### src/hdl/pfs_delay.sv
// ----------------------------------------------------------------------------
// pfs_delay
// Enabled shift line that carries side data alongside a pipelined unit.
// ----------------------------------------------------------------------------
module pfs_delay #(
    parameter int W     = 8,
    parameter int DEPTH = 4
) (
    input  logic         clk,
    input  logic         rst_n,
    input  logic         en,
    input  logic [W-1:0] d,
    output logic [W-1:0] q
);
    logic [W-1:0] tap_reg [DEPTH];

    // Shift one place per advance
    always_ff @(posedge clk or negedge rst_n)
    begin
        if (!rst_n)
        begin
            for (int k = 0; k < DEPTH; k++)
            begin
                tap_reg[k] <= '0;
            end
        end
        else if (en)
        begin
            tap_reg[0] <= d;
            for (int k = 1; k < DEPTH; k++)
            begin
                tap_reg[k] <= tap_reg[k-1];
            end
        end
    end

    assign q = tap_reg[DEPTH-1];
endmodule

### config.mk
export PLATFORM = sky130hd
export DESIGN_NAME = pfs_delay
export DESIGN_NICKNAME = d
export VERILOG_FILES = /design/src/hdl/pfs_delay.sv
export SDC_FILE = /design/constraint.sdc
export NUM_CORES = 1
export LEC_CHECK = 0
export BUFFER_PORTS_ARGS = -buffer_cell sky130_fd_sc_hd__buf_4
export CORE_MARGIN = 3
export CORE_UTILIZATION = 50
export CTS_BUF_LIST = sky130_fd_sc_hd__clkbuf_2
export CTS_CLUSTER_SIZE = 8
export DETAILED_ROUTE_END_ITERATION = 16
export PLACE_DENSITY = 0.84
export SLEW_MARGIN = 30
export SYNTH_ARGS = -nofsm -noshare
export SYNTH_HDL_FRONTEND = slang
export SYNTH_SLANG_ARGS = --single-unit
### constraint.sdc
create_clock -name clk -period 0.8 [get_ports clk]
set_input_delay 0 -clock clk [delete_from_list [all_inputs] [get_ports clk]]
set_output_delay 0 -clock clk [all_outputs]
set_load 0.1 [all_outputs]
==> run_results.csv <==
group,metric,value,unit
global_route,grt_overflow,0,
clock_tree,cts_tree,"done",
global_route,grt_usage,15.6,%
logic_synthesis,syn_inst,76,
critical_path,critical_path.top_delay_family,"flip-flops",
placement,gp_congestion,0.656,
clock_tree,clock-sinks,32,
outcome,failed_checks,"negative setup slack",
sta,fin_skew,0.0104,ns
critical_path,critPathSlowestCell,"dfrtp_1",
power_and_ir_drop,vdd_drop_max,1.76,mV
power_and_ir_drop,p_per_area,2630,nW/um^2
die,die_h,59.0,um
die,initial_utilization,54.7,%
layout,area_delta_synth_final,26.4,%
clock_tree,cts_buffers,5,
critical_path,r2r_end,"q[3]",
sta,rsz0062_at_grt,"true",
critical_path,slowest_delay,0.45,ns
sta,max_slew.worst_pin.slew,0.387,ns
detailed_routing,drtIter0Drc,19,
clock_tree,clock_tree.root_cell,"clkbuf_2",
sta,setup_violations,18,
global_route,grt_max_degree,33,
critical_path,r2r_cells,2,
critical_path,crit_path_end_kind,"primary output",
worst_hold_path,hold_end,"tap_reg[21]",
critical_path,startpoint_type,"flop",
global_route,grt_pass1_vias,738,
die,die-area,3480,um^2
layout,largest_reg_flops,24,
placement,post-dp-hpwl,1.37,mm
sta,layout_worst_path_cycle_share,124,%
sta,min_period,0.994,ns
detailed_routing,route.detailed.drc,0,
global_route,grt_pass1_wl,3.83,mm
clock_tree,cts_buffer_depth,2,
detailed_routing,firstDrtPassIters,3,
placement,pre_cts_slack,0.00877,ns
critical_path,cp_num_cells,1,
sta,layout_setup_ws,-0.194,ns
global_route,antenna_found_initial,0,
sta,max_slew_margin,74.2,%
worst_hold_path,min_from,"en",
clock_tree,clock_latency,0.36,ns
clock_tree,cts.clk_slew.worst_paths,0.15,ns
layout,antenna_cells,0,
power_and_ir_drop,total_power,4670,uW
logic_synthesis,syn_area_per_cell,18.5,um^2
logic_synthesis,syn_nets,87,
worst_hold_path,hp-class,"in -> reg",
sta,fmax,1010,MHz
layout,fin_nets,116,
critical_path,crit_arrival,0.99,ns
outcome,outcome,"complete, but fails checks",
die,coreArea,2570,um^2
logic_synthesis,synth-seq-area-share,57.0,%
power_and_ir_drop,leakagePower,0.000867,uW
critical_path,worst_ep_required_time,0.80,ns
die,row_count,18,
critical_path,path_buf_inv,1,
detailed_routing,wl,2.18,mm
layout,layout-drive-gt1-share,60.2,%
detailed_routing,num_vias,654,
sta,finalMaxSlewViolations,0,
die,io_pins,19,
sta,hold_viol,0,
critical_path,regToRegSetupSlack,-0.13,ns
placement,io_buffers,18,
critical_path,worst-setup-path-type,"reg -> out",
detailed_routing,viasPerCell,4.92,
detailed_routing,antenna_left,0,
logic_synthesis,yosysWarnings,0,
flow_run,cap_violations,0,
logic_synthesis,synth_area,1410,um^2
clock_tree,htreeDepth,2,
detailed_routing,wl_per_cell,16.4,um
critical_path,cp_max_fo,2,
die,die_w,59.0,um
critical_path,worstPathCellList,"buf_12",
logic_synthesis,synthDistinctLibCells,6,
critical_path,r2r-start,"q[3]",
logic_synthesis,synth-seq-cells,32,
worst_hold_path,worstHoldPathCells,2,
## power breakdown
| group | internal (uW) | total [uW] | leakage (uW) | switching, uW |
|---|---|---|---|---|
| registers | 1900 | 2120 | 0.000376 | 224 |
| clock network | 167 | 663 | 0.0000208 | 496 |
| logic | 918 | 1890 | 0.000470 | 972 |
## layout by cell type (no fill, tap or decap)
master	netlist	final
buf_6	1	3
dfrtp_1	32	32
dlygate4sd3_1	0	9
mux2_2	2	2
buf_12	3	12
mux2_4	30	30
buf_4	8	10
clkbuf_2	0	5
## synthesized netlist by cell type
cell	n	area, um^2
mux2_4	30	450
dfrtp_1	32	801
buf_4	8	60.1
buf_12	3	60.1
buf_6	1	11.3
mux2_2	2	22.5
## worst max path at each step
stage               startpoint    endpoint  slack [ns]
floorplan                 q[0]        q[0]        0.07
global placement          q[7]        q[7]        0.04
detailed placement          en  tap_reg[8]       0.009
CTS                       q[7]        q[7]       -0.21
global route              q[3]        q[3]       -0.26
finish                    q[1]        q[1]       -0.19
## routing by layer
metal  wire length, um  global-route usage [%]  share of wire, %  up-vias
li1                  -                       -                 -      306
met1               993                    21.5                46      328
met2              1030                    22.2                47       17
met3               126                    6.32               5.8        3
met4                30                    5.83               1.4        0
met5                 0                       0                 0        -
## kinds of logic (layout without fill, tap and decap cells)
family | Yosys count | after routing | synth area share [%]
muxes | 32 | 32 | 33.7
DFF | 32 | 32 | 57.0
buffers and inverters | 12 | 39 | 9.35
## final cells by class
| class | instances | area, um^2 |
|---|---|---|
| multi-input cells | 32 | 473 |
| clock buffers | 5 | 25.0 |
| well taps | 30 | 37.5 |
| repair buffers | 34 | 439 |
| fillers | 189 | 792 |
| flip-flops and latches | 32 | 801 |
## per-stage QoR
| stage | setup TNS, ns | hold WS [ns] | cells | util, % | instance area (um^2) |
|---|---|---|---|---|---|
| after global routing | -2.54 | 0.00175 | 133 | 69.2 | 1780 |
| after global placement | 0 | -0.0537 | 116 | 59.5 | 1530 |
| after floorplan | 0 | -0.296 | 76 | - | 1410 |
| after detailed placement | 0 | -0.0432 | 116 | 59.5 | 1530 |
| after CTS | -1.97 | 0.0160 | 133 | 68.7 | 1760 |
| final | -1.83 | 0.0239 | 133 | 69.2 | 1780 |
## timing repair
action,4_1_cts,5_1_grt
gates resized for setup,24,3
setup endpoints to repair,8,26
hold endpoints to repair,40,0
buffers inserted,3,0
hold buffers,9,0
cloned,0,0
No activity file was read; power rests on OpenSTA's default activity.
