`config.mk`:
```
export PLATFORM = sky130hd
export DESIGN_NAME = pfs_isqrt
export DESIGN_NICKNAME = d
export VERILOG_FILES = /design/src/hdl/pfs_pkg.sv /design/src/hdl/pfs_isqrt.sv
export SDC_FILE = /design/constraint.sdc
export NUM_CORES = 2
export LEC_CHECK = 0
export BUFFER_PORTS_ARGS = -buffer_cell sky130_fd_sc_hd__buf_2
export CORE_MARGIN = 2
export CORE_UTILIZATION = 68
export CTS_CLUSTER_DIAMETER = 150
export DETAILED_ROUTE_END_ITERATION = 8
export GPL_ROUTABILITY_DRIVEN = 0
export PLACE_DENSITY = 0.85
export SYNTH_ARGS = -nofsm -noshare
export SYNTH_HDL_FRONTEND = slang
export SYNTH_SLANG_ARGS = --single-unit
```
`constraint.sdc`:
```
create_clock -name clk -period 6.7 [get_ports clk]
set_clock_uncertainty 0.05 [all_clocks]
set_input_delay 0.67 -clock clk [delete_from_list [all_inputs] [get_ports clk]]
set_output_delay 0.67 -clock clk [all_outputs]
set_load 0.01 [all_outputs]
```
`src/hdl/pfs_pkg.sv`:
```
// ----------------------------------------------------------------------------
// pfs_pkg
// Shared widths, fixed-point constants and register indexes of the Phong
// fragment shader.
// ----------------------------------------------------------------------------
package pfs_pkg;

    // Default input field widths
    localparam int PFS_POS_WIDTH    = 20;
    localparam int PFS_NORMAL_WIDTH = 16;

    // Fixed-point layout
    localparam int FRAC      = 14;          // fraction bits of cosines and vectors
    localparam int ONE_Q14   = 16384;       // 1.0 in Q14
    localparam int COS_W     = 15;          // width of a saturated cosine [0, 1.0]
    localparam int CAM_W     = 20;          // camera field width
    localparam int NORM_BITS = 20;          // magnitude bits kept before the length
    localparam int LEN2_W    = 2 * NORM_BITS + 2;
    localparam int LEN_W     = NORM_BITS + 1;
    localparam int Q_W       = COS_W;       // view component magnitude width
    localparam int MAX_SHINE = 255;         // one power stage per exponent step
    localparam int SAT_SHIFT = 42;          // colour product saturates at 2^42

    localparam logic [7:0] ALPHA = 8'hFF;

    // Configuration port
    localparam int CFG_IDX_W  = 3;
    localparam int CFG_DATA_W = 60;

    typedef enum logic [CFG_IDX_W-1:0] {
        REG_LIGHT_DIR   = 3'd0,
        REG_LIGHT_INT   = 3'd1,
        REG_DIFFUSE     = 3'd2,
        REG_SPECULAR    = 3'd3,
        REG_SHININESS   = 3'd4,
        REG_CAMERA      = 3'd5
    } cfg_reg_t;

endpackage

```
`src/hdl/pfs_isqrt.sv`:
```
// ----------------------------------------------------------------------------
// pfs_isqrt
// Pipelined integer square root, one result bit per stage.
// ----------------------------------------------------------------------------
module pfs_isqrt (
    input  logic                       clk,
    input  logic                       en,
    input  logic [pfs_pkg::LEN2_W-1:0] n,
    output logic [pfs_pkg::LEN_W-1:0]  root
);
    import pfs_pkg::*;

    localparam int STEPS = LEN_W;
    localparam int RW    = LEN2_W + 1;

    logic [RW-1:0] n_reg [STEPS];
    logic [RW-1:0] r_reg [STEPS];

    for (genvar k = 0; k < STEPS; k++)
    begin : g_step
        localparam logic [RW-1:0] BIT = RW'(1) << (2 * (STEPS - 1 - k));
        logic [RW-1:0] n_in;
        logic [RW-1:0] r_in;
        logic [RW-1:0] trial;
        logic [RW-1:0] n_next;
        logic [RW-1:0] r_next;

        if (k == 0)
        begin : g_first
            assign n_in = RW'(n);
            assign r_in = '0;
        end
        else
        begin : g_rest
            assign n_in = n_reg[k-1];
            assign r_in = r_reg[k-1];
        end

        // Try this bit of the root
        always_comb
        begin
            trial = r_in + BIT;
            if (n_in >= trial)
            begin
                n_next = n_in - trial;
                r_next = (r_in >> 1) + BIT;
            end
            else
            begin
                n_next = n_in;
                r_next = r_in >> 1;
            end
        end

        always_ff @(posedge clk)
        begin
            if (en)
            begin
                n_reg[k] <= n_next;
                r_reg[k] <= r_next;
            end
        end
    end

    assign root = r_reg[STEPS-1][LEN_W-1:0];
endmodule

```
==> flow_metrics.tcl <==
set metrics [dict create \
    outcome "finished clean" \
    cts_resized 0 \
    rows 101 \
    die_area_mm2 0.0785 \
    critPathRequiredTime_ps 7060 \
    grt-ovfl-total 0 \
    worstPathArrival_ps 4560 \
    yosysSeqAreaShare_pct 63.2 \
    design_area_mm2 0.0566 \
    worst-path-buf-inv 0 \
    coreArea_mm2 0.0757 \
    slew_headroom_pct 21.5 \
    min_period_over_period_pct 62.7 \
    rsz0062_at_grt "no" \
    hold_viol 0 \
    synth_cells 4045 \
    synth_cell_type_count 88 \
    cts_buffers 104 \
    synth_nets 4337 \
    grt_pass1_vias 33300 \
    postRouteAntennaNets 0 \
    clk_latency_ps 690 \
    first_pass_iters 6 \
    port-buffer-count 64 \
    ys_top_cells_by_area "edfxtp_1 63%, ha_1 6.0%, xnor2_1 3.5%" \
    routedWlPerCell_um 22.0 \
    async_reset_ff_share_pct 0 \
    drt_wl_total_mm 115 \
    grt_pass1_wl_mm 180 \
    first_iter_violations 3605 \
    min_period_ps 4200 \
    ys.flop_type "edfxtp_1" \
    synth_top_area_share_pct 63.2 \
    dpl_worst_slack_ps 2760 \
    area_growth_pct 9.18 \
    initial_core_util_pct 68.5 \
    power_density_mw_per_mm2 314 \
    cts.path.max_buffers 3 \
    post-cts-setup-buffers 0 \
    worstMarginPinSlew_ps 1180 \
    drive_above_1_share_pct 6.94 \
    setup_tns_ps 0 \
    setup_ws_ps 2500 \
    finalSetupViolCount 0 \
    cts.sinks 1091 \
    cap_viol_max_count 0 \
    synth_warnings 0 \
    clk_pin_slew_worst_paths_ps 60 \
    syn_area_mm2 0.0519 \
    path_max_fanout 46 \
    synth_top_cell_by_area "edfxtp_1" \
    grt_max_degree 203 \
    grtUsageTotal_pct 29.4 \
    die_y_um 280 \
    timing.fmax_mhz 238 \
    cp_cell_sequence "ha_1, o21ai_0, a22oi_1, a21oi_1, o31ai_1, a31oi_4, a311o_1, nor4_1, xor2_1" \
    fillCellCount 4352 \
    critPathCaptureType "register" \
    synth_area_per_cell_um2 12.8 \
    worstSetupPathType "register to register" \
    cp_top_family "compound AO/OA/AOI/OAI gates" \
    drc 0 \
    cts_tree "built" \
    num_vias 33700 \
    cts_hold_buf 0 \
    ys_ff_latch 1091 \
    synth_edf_count 1091 \
    io_pins 65 \
    slowest_stage "a311o_1" \
    htreeDepth 3 \
    nNetsFinal 4462 \
    placed_area_mm2 0.0534 \
    antenna_found_initial 0 \
    cts-root-buf "clkbuf_16" \
    cp-start-kind "register" \
    slew_viol_final 0 \
    holdWs_ps 73.9 \
    irDropWorstVdd_v 0.000294 \
    place_hpwl_mm 77.7 \
    critPathMaxStageDelay_ps 590 \
    avgViaCountPerCell 6.45 \
    power_leakage_nw 21.3 \
    fp.dieW_um 280 \
    largest_reg_flops 860 \
    hp-class "primary input to register" \
]
[layer usage]
layer | wire length (µm) | GRT usage [%]
met1 | 42500 | 35.3
met2 | 59400 | 52.6
met3 | 7460 | 3.80
met4 | 5600 | 13.8
met5 | 0 | 0
[cell usage after synthesis (all sizes together) (50+ instances only)]
cell type	n
nand3	65
edfxtp	1091
nand2b	53
nand2	289
o21ai	209
ha	248
nand4	52
inv	311
o21a	50
a21o	80
nor2	221
a21oi	195
xor2	165
nor3	130
xnor2	207
nor4	136
[power by group]
part / switching (W) / internal, W / total [W] / leakage (nW)
registers: 0.000654 / 0.00852 / 0.00917 / 10.5
logic: 0.00176 / 0.00126 / 0.00302 / 9.27
clock network: 0.00258 / 0.00303 / 0.00561 / 1.56
total: 0.00500 / 0.0128 / 0.0178 / 21.3
[path summary, 6_finish.rpt]
path                                    start             to  slack (ps)  cells past startpoint
worst min register to register  r_reg[1][271]  r_reg[1][313]         370                      0
worst min-delay path                    n[38]   n_reg[0][38]          70                      1
worst max register to register    n_reg[9][4]   n_reg[9][82]        2500                      9
worst max-delay path              n_reg[9][4]   n_reg[9][82]        2500                      9
[per-stage QoR]
| stage | util, % | power, W | cells |
|---|---|---|---|
| floorplan | - | 0.0112 | 4045 |
| global placement | 70.5 | 0.0121 | 5042 |
| detailed placement | 70.5 | 0.0122 | 5042 |
| CTS | 74.8 | 0.0178 | 5229 |
| global route | 74.8 | 0.0185 | 5229 |
| finish | 74.8 | 0.0178 | 5230 |
[worst reg2reg max path: cells and delay by family, from the launching register on]
| kind | cells | cell delay [ps] |
|---|---|---|
| XOR/XNOR | 1 | 160 |
| AO/OA/AOI/OAI | 6 | 2490 |
| flip-flops | 1 | 420 |
| AND/OR/NAND/NOR | 1 | 390 |
| adder cells (fa/ha/maj) | 1 | 410 |
[cell usage in the layout (no fill, tap or decap), drive strengths merged, types with 16 or more instances in the layout]
master | netlist | routed
edfxtp | 1091 | 1091
inv | 311 | 312
nand2 | 289 | 289
ha | 248 | 248
nor2 | 221 | 221
o21ai | 209 | 209
xnor2 | 207 | 207
a21oi | 195 | 195
xor2 | 165 | 165
nor4 | 136 | 136
nor3 | 130 | 130
clkbuf | 47 | 122
buf | 15 | 81
a21o | 80 | 80
nand3 | 65 | 65
clkinv | 0 | 57
nand2b | 53 | 53
nand4 | 52 | 52
o21a | 50 | 50
or3 | 45 | 45
nor2b | 43 | 43
or4 | 32 | 32
mux2 | 28 | 28
o31ai | 26 | 26
a211oi | 25 | 25
a31oi | 24 | 24
and3 | 23 | 23
nor4b | 21 | 21
and2 | 16 | 16
[kinds of logic after synthesis]
kind of cell             synth area share, %
flip-flops                              63.2
multiplexers                           0.859
XOR/XNOR                                6.28
other                                0.00723
AND/OR/NAND/NOR                         12.3
adder cells (fa/ha/maj)                 5.98
buffers and inverters                   2.73
AO/OA/AOI/OAI                           8.68
[area by class of cell]
type | count | area (µm²) | share of cell area (%)
repair buffers | 81 | 520 | 0.919
clock buffers | 122 | 2670 | 4.72
flip-flops and latches | 1091 | 32800 | 57.9
diodes | 1 | 2.50 | 0.00442
multi-input cells | 2581 | 17700 | 31.3
inverters | 311 | 1170 | 2.06
well taps | 978 | 1220 | 2.16
clock inverters | 65 | 574 | 1.01
Note: power is estimated with default switching activity, not from simulation.
