### config.mk
export PLATFORM = sky130hd
export DESIGN_NAME = pfs_div
export DESIGN_NICKNAME = d
export VERILOG_FILES = /design/src/hdl/pfs_pkg.sv /design/src/hdl/pfs_div.sv
export SDC_FILE = /design/constraint.sdc
export NUM_CORES = 1
export LEC_CHECK = 0
export CORE_ASPECT_RATIO = 1.2
export CORE_MARGIN = 1
export CORE_UTILIZATION = 55
export DETAILED_ROUTE_END_ITERATION = 16
export DONT_BUFFER_PORTS = 1
export GPL_TIMING_DRIVEN = 0
export PLACE_DENSITY = 0.68
export SLEW_MARGIN = 15
export SYNTH_ARGS = -nofsm -noshare
export SYNTH_HDL_FRONTEND = slang
export SYNTH_SLANG_ARGS = --single-unit
### constraint.sdc
create_clock -name clk -period 6.95 [get_ports clk]
set_input_delay 1.39 -clock clk [delete_from_list [all_inputs] [get_ports clk]]
set_output_delay 1.39 -clock clk [all_outputs]
set_load 0.02 [all_outputs]
### src/hdl/pfs_pkg.sv
// ----------------------------------------------------------------------------
// pfs_pkg
// Shared widths, fixed-point constants and register indexes of the Phong
// fragment shader.
// ----------------------------------------------------------------------------
package pfs_pkg;

    // Default input field widths
    localparam int PFS_POS_WIDTH    = 20;
    localparam int PFS_NORMAL_WIDTH = 16;

    // Fixed-point layout
    localparam int FRAC      = 14;          // fraction bits of cosines and vectors
    localparam int ONE_Q14   = 16384;       // 1.0 in Q14
    localparam int COS_W     = 15;          // width of a saturated cosine [0, 1.0]
    localparam int CAM_W     = 20;          // camera field width
    localparam int NORM_BITS = 20;          // magnitude bits kept before the length
    localparam int LEN2_W    = 2 * NORM_BITS + 2;
    localparam int LEN_W     = NORM_BITS + 1;
    localparam int Q_W       = COS_W;       // view component magnitude width
    localparam int MAX_SHINE = 255;         // one power stage per exponent step
    localparam int SAT_SHIFT = 42;          // colour product saturates at 2^42

    localparam logic [7:0] ALPHA = 8'hFF;

    // Configuration port
    localparam int CFG_IDX_W  = 3;
    localparam int CFG_DATA_W = 60;

    typedef enum logic [CFG_IDX_W-1:0] {
        REG_LIGHT_DIR   = 3'd0,
        REG_LIGHT_INT   = 3'd1,
        REG_DIFFUSE     = 3'd2,
        REG_SPECULAR    = 3'd3,
        REG_SHININESS   = 3'd4,
        REG_CAMERA      = 3'd5
    } cfg_reg_t;

endpackage

### src/hdl/pfs_div.sv
// ----------------------------------------------------------------------------
// pfs_div
// Pipelined restoring divider: (mag << 14) / len, one quotient bit per stage.
// ----------------------------------------------------------------------------
module pfs_div (
    input  logic                          clk,
    input  logic                          en,
    input  logic [pfs_pkg::NORM_BITS-1:0] mag,
    input  logic [pfs_pkg::LEN_W-1:0]     len,
    output logic [pfs_pkg::Q_W-1:0]       quo
);
    import pfs_pkg::*;

    localparam int STEPS = Q_W;
    localparam int NUM_W = NORM_BITS + FRAC;
    localparam int DV_W  = LEN_W + Q_W - 1;

    logic [NUM_W-1:0] rem_reg [STEPS];
    logic [Q_W-1:0]   q_reg   [STEPS];
    logic [LEN_W-1:0] len_reg [STEPS];

    for (genvar k = 0; k < STEPS; k++)
    begin : g_step
        localparam int B = STEPS - 1 - k;
        logic [NUM_W-1:0] rem_in;
        logic [Q_W-1:0]   q_in;
        logic [LEN_W-1:0] len_in;
        logic [DV_W-1:0]  dv;
        logic [NUM_W-1:0] rem_next;
        logic [Q_W-1:0]   q_next;

        if (k == 0)
        begin : g_first
            assign rem_in = {mag, {FRAC{1'b0}}};
            assign q_in   = '0;
            assign len_in = len;
        end
        else
        begin : g_rest
            assign rem_in = rem_reg[k-1];
            assign q_in   = q_reg[k-1];
            assign len_in = len_reg[k-1];
        end

        // Subtract the shifted divisor where it fits
        always_comb
        begin
            dv = DV_W'(len_in) << B;
            if (DV_W'(rem_in) >= dv)
            begin
                rem_next = rem_in - dv[NUM_W-1:0];
                q_next   = q_in | (Q_W'(1) << B);
            end
            else
            begin
                rem_next = rem_in;
                q_next   = q_in;
            end
        end

        always_ff @(posedge clk)
        begin
            if (en)
            begin
                rem_reg[k] <= rem_next;
                q_reg[k]   <= q_next;
                len_reg[k] <= len_in;
            end
        end
    end

    // Zero length means a zero view vector
    assign quo = (len_reg[STEPS-1] == '0) ? '0 : q_reg[STEPS-1];
endmodule

==> impl_metrics.yaml <==
status:
  status: "complete, no violations"
sta:
  period_share_pct: 62.5
  setup_viol: 0
  fin_skew_ns: 0.0219
  period_minus_slack_ns: 4.35
  slew_viol_final: 0
  tns_ns: 0
  worst_pin_slew_ns: 1.02
  max_slew_margin_pct: 31.3
  finalWorstSetupSlack_ns: 2.60
  fmax_mhz: 230
  rsz0062_at_grt: "false"
  hold_ws_ns: 0.415
  final-hold-violation-count: 0
logic_synthesis:
  synth-edff-count: 806
  syn_nets: 4455
  synthMostInstantiatedCell: "edfxtp_1"
  ys_seq_area_share_pct: 53.1
  synth_area_per_cell_sq_um: 11.1
  yosys_register_bits: 806
  synthTopCellsByCount: "edfxtp_1, inv_1, nand2_1, ha_1, o21ai_0"
  yosysTopAreaCell: "edfxtp_1"
  synthCells: 4085
  synth.top_cells.by_area: "edfxtp_1, ha_1, inv_1, o21ai_0, a21oi_1"
  ys_warn_count: 0
  synth_cell_types: 99
  synth-main-ff-cell: "edfxtp_1"
  synthArstFlopShare_pct: 0
  yosysTopAreaCellShare_pct: 53.1
  syn_area_sq_mm: 0.0455
cts:
  cts_num_sinks: 806
  ctsLongestPathBuffers: 3
  cts_hold_buf: 0
  clk_pin_slew_worst_paths_ns: 0.06
  numCtsBuffers: 86
  h-tree-depth: 3
  cts_resized: 0
  root_buffer: "clkbuf_16"
  tritoncts: "done"
  postCtsSetupBuffers: 0
  clk_latency_ns: 0.66
setup_path:
  r2r-start: "len_reg[4][1]$_DFFE_PP_"
  start_kind: "flop"
  critical_path_class: "flop to primary output"
  end_kind: "primary output"
  reg2reg_slack_ns: 2.88
  cp.arrival_ns: 2.96
  timing.rr.end: "rem_reg[0][186]$_DFFE_PP_"
  cp_data_required_time_ns: 5.56
  r2r_cells: 10
  crit_path_max_fanout: 10
min_path:
  worstHoldStart: "q_reg[1][56]$_DFFE_PP_"
  min_to: "q_reg[1][71]$_DFFE_PP_"
  hold_depth: 0
  holdCritPathClass: "flop to flop"
final_layout:
  largest_reg_flops: 371
  nFillCells: 6642
  nets: 4547
  final_area_sq_mm: 0.0498
  utilization_pct: 60.8
  final_cells: 5302
  areaGrowthSynthToFinish_pct: 9.45
  drive_above_1_share_pct: 7.04
  num_antenna_cells: 0
place:
  placed_cells: 5138
  placed_cell_area_sq_mm: 0.0469
  gp_congestion: 0.931
  portBuffers: 0
  dp_slack_ns: 2.61
  dp_hpwl_um: 76600
global_routing:
  antenna_found_initial: 0
  grt_max_degree: 807
  grt_overflow: 0
  grt_pass1_wl_um: 159000
  grt_pass1_vias: 30600
  grt.total_usage_pct: 24.2
power_and_ir_drop:
  power_switching_mw: 7.30
  internal_power_mw: 13.0
  leakagePower_nw: 19.6
  p_per_area_mw_per_mm2: 406
  irDropWorstVdd_uv: 251
  switching_share_pct: 36.0
  power_mw: 20.3
  p_seq_share_pct: 38.4
  p_clk_share_pct: 22.8
  comb_power_share_pct: 38.8
routing:
  drc: 0
  viasPerCell: 5.86
  wl_um: 101000
  antenna_left: 0
  drt-pass1-iter-count: 7
  drt-initial-drc-count: 1916
  routedWlPerCell_um: 19.1
  num_vias: 31100
floorplan:
  core_sq_mm: 0.0820
  die_y_um: 317
  die_x_um: 265
  pin_count: 58
  initial_core_util_pct: 55.5
  row_count: 115
  dieArea_sq_mm: 0.0840
run:
  max_cap_viol_count: 0
## layer usage
metal | GRT usage [%] | share of wire (%) | vias to the layer above
met5 | 0 | 0 | -
met4 | 15.0 | 6.3 | 0
met3 | 3.23 | 3.9 | 279
met2 | 45.1 | 52 | 751
met1 | 26.0 | 38 | 14800
li1 | - | - | 15200
## kinds of logic (layout without fill, tap and decap cells)
logic type	count (synthesis)	in the layout	share of synthesized area (%)
simple gates	1035	1035	11.1
flops	806	806	53.1
compound gates	1056	1056	15.0
xor+xnor	284	284	5.46
mux	77	77	1.88
buf+inv	500	664	4.23
fa+ha+maj	327	327	9.21
## power by group through the flow
stage,combinational [mW],sequential (mW),clock [mW]
after CTS,7.74,7.79,4.72
after global placement,7.60,7.87,0
after floorplan,6.06,7.50,0
after global routing,8.75,7.88,4.91
after detailed placement,7.68,7.88,0
final,7.87,7.78,4.61
## cell type report
class	count	area, sq um	share of cell area, %
repair buffers	4	110	0.221
clock buffers	102	2210	4.44
multi-input cells	2779	19400	39.0
clock inverters	58	658	1.32
flip-flops and latches	806	24200	48.6
well taps	1053	1320	2.64
inverters	413	1550	3.11
plain buffers	87	375	0.753
## worst max-delay path, stage by stage, from the launching register on
cell and delay, ns:
edfxtp_1 0.39, nor4_1 0.39, nand4_1 0.24, nor4_2 0.67, clkbuf_1 0.40, nor2b_1 0.21
## worst max-delay path by stage
| stage | from | to | slack, ns |
|---|---|---|---|
| final | len_reg[14][4]$_DFFE_PP_ | quo[10] | 2.60 |
| after global routing | len_reg[14][4]$_DFFE_PP_ | quo[10] | 2.33 |
| after CTS | len_reg[14][4]$_DFFE_PP_ | quo[10] | 2.49 |
| after detailed placement | len[2] | rem_reg[0][30]$_DFFE_PP_ | 2.61 |
| after global placement | len[2] | rem_reg[0][30]$_DFFE_PP_ | 2.58 |
| after floorplan | len[2] | rem_reg[0][27]$_DFFE_PP_ | 3.20 |
## layout by cell type (no fill, tap or decap), types with 30 or more instances in the layout
| cell | netlist | final |
|---|---|---|
| inv_1 | 409 | 409 |
| nor2b_1 | 66 | 66 |
| xnor2_1 | 138 | 138 |
| edfxtp_1 | 806 | 806 |
| mux2_2 | 68 | 68 |
| a21o_1 | 117 | 117 |
| o31ai_1 | 36 | 36 |
| nand2b_1 | 35 | 35 |
| o21ai_0 | 278 | 278 |
| or3_1 | 31 | 31 |
| nor3_1 | 86 | 86 |
| nand2_1 | 330 | 330 |
| a31oi_1 | 36 | 36 |
| clkbuf_1 | 54 | 70 |
| nor4_1 | 38 | 37 |
| clkbuf_16 | 0 | 86 |
| xor2_1 | 146 | 146 |
| nand4_1 | 45 | 45 |
| ha_1 | 313 | 313 |
| o21a_1 | 72 | 72 |
| a21oi_1 | 259 | 259 |
| nor2_1 | 227 | 227 |
| nand3_1 | 57 | 57 |
| a211oi_1 | 30 | 30 |
No activity file was read; power rests on OpenSTA's default activity.
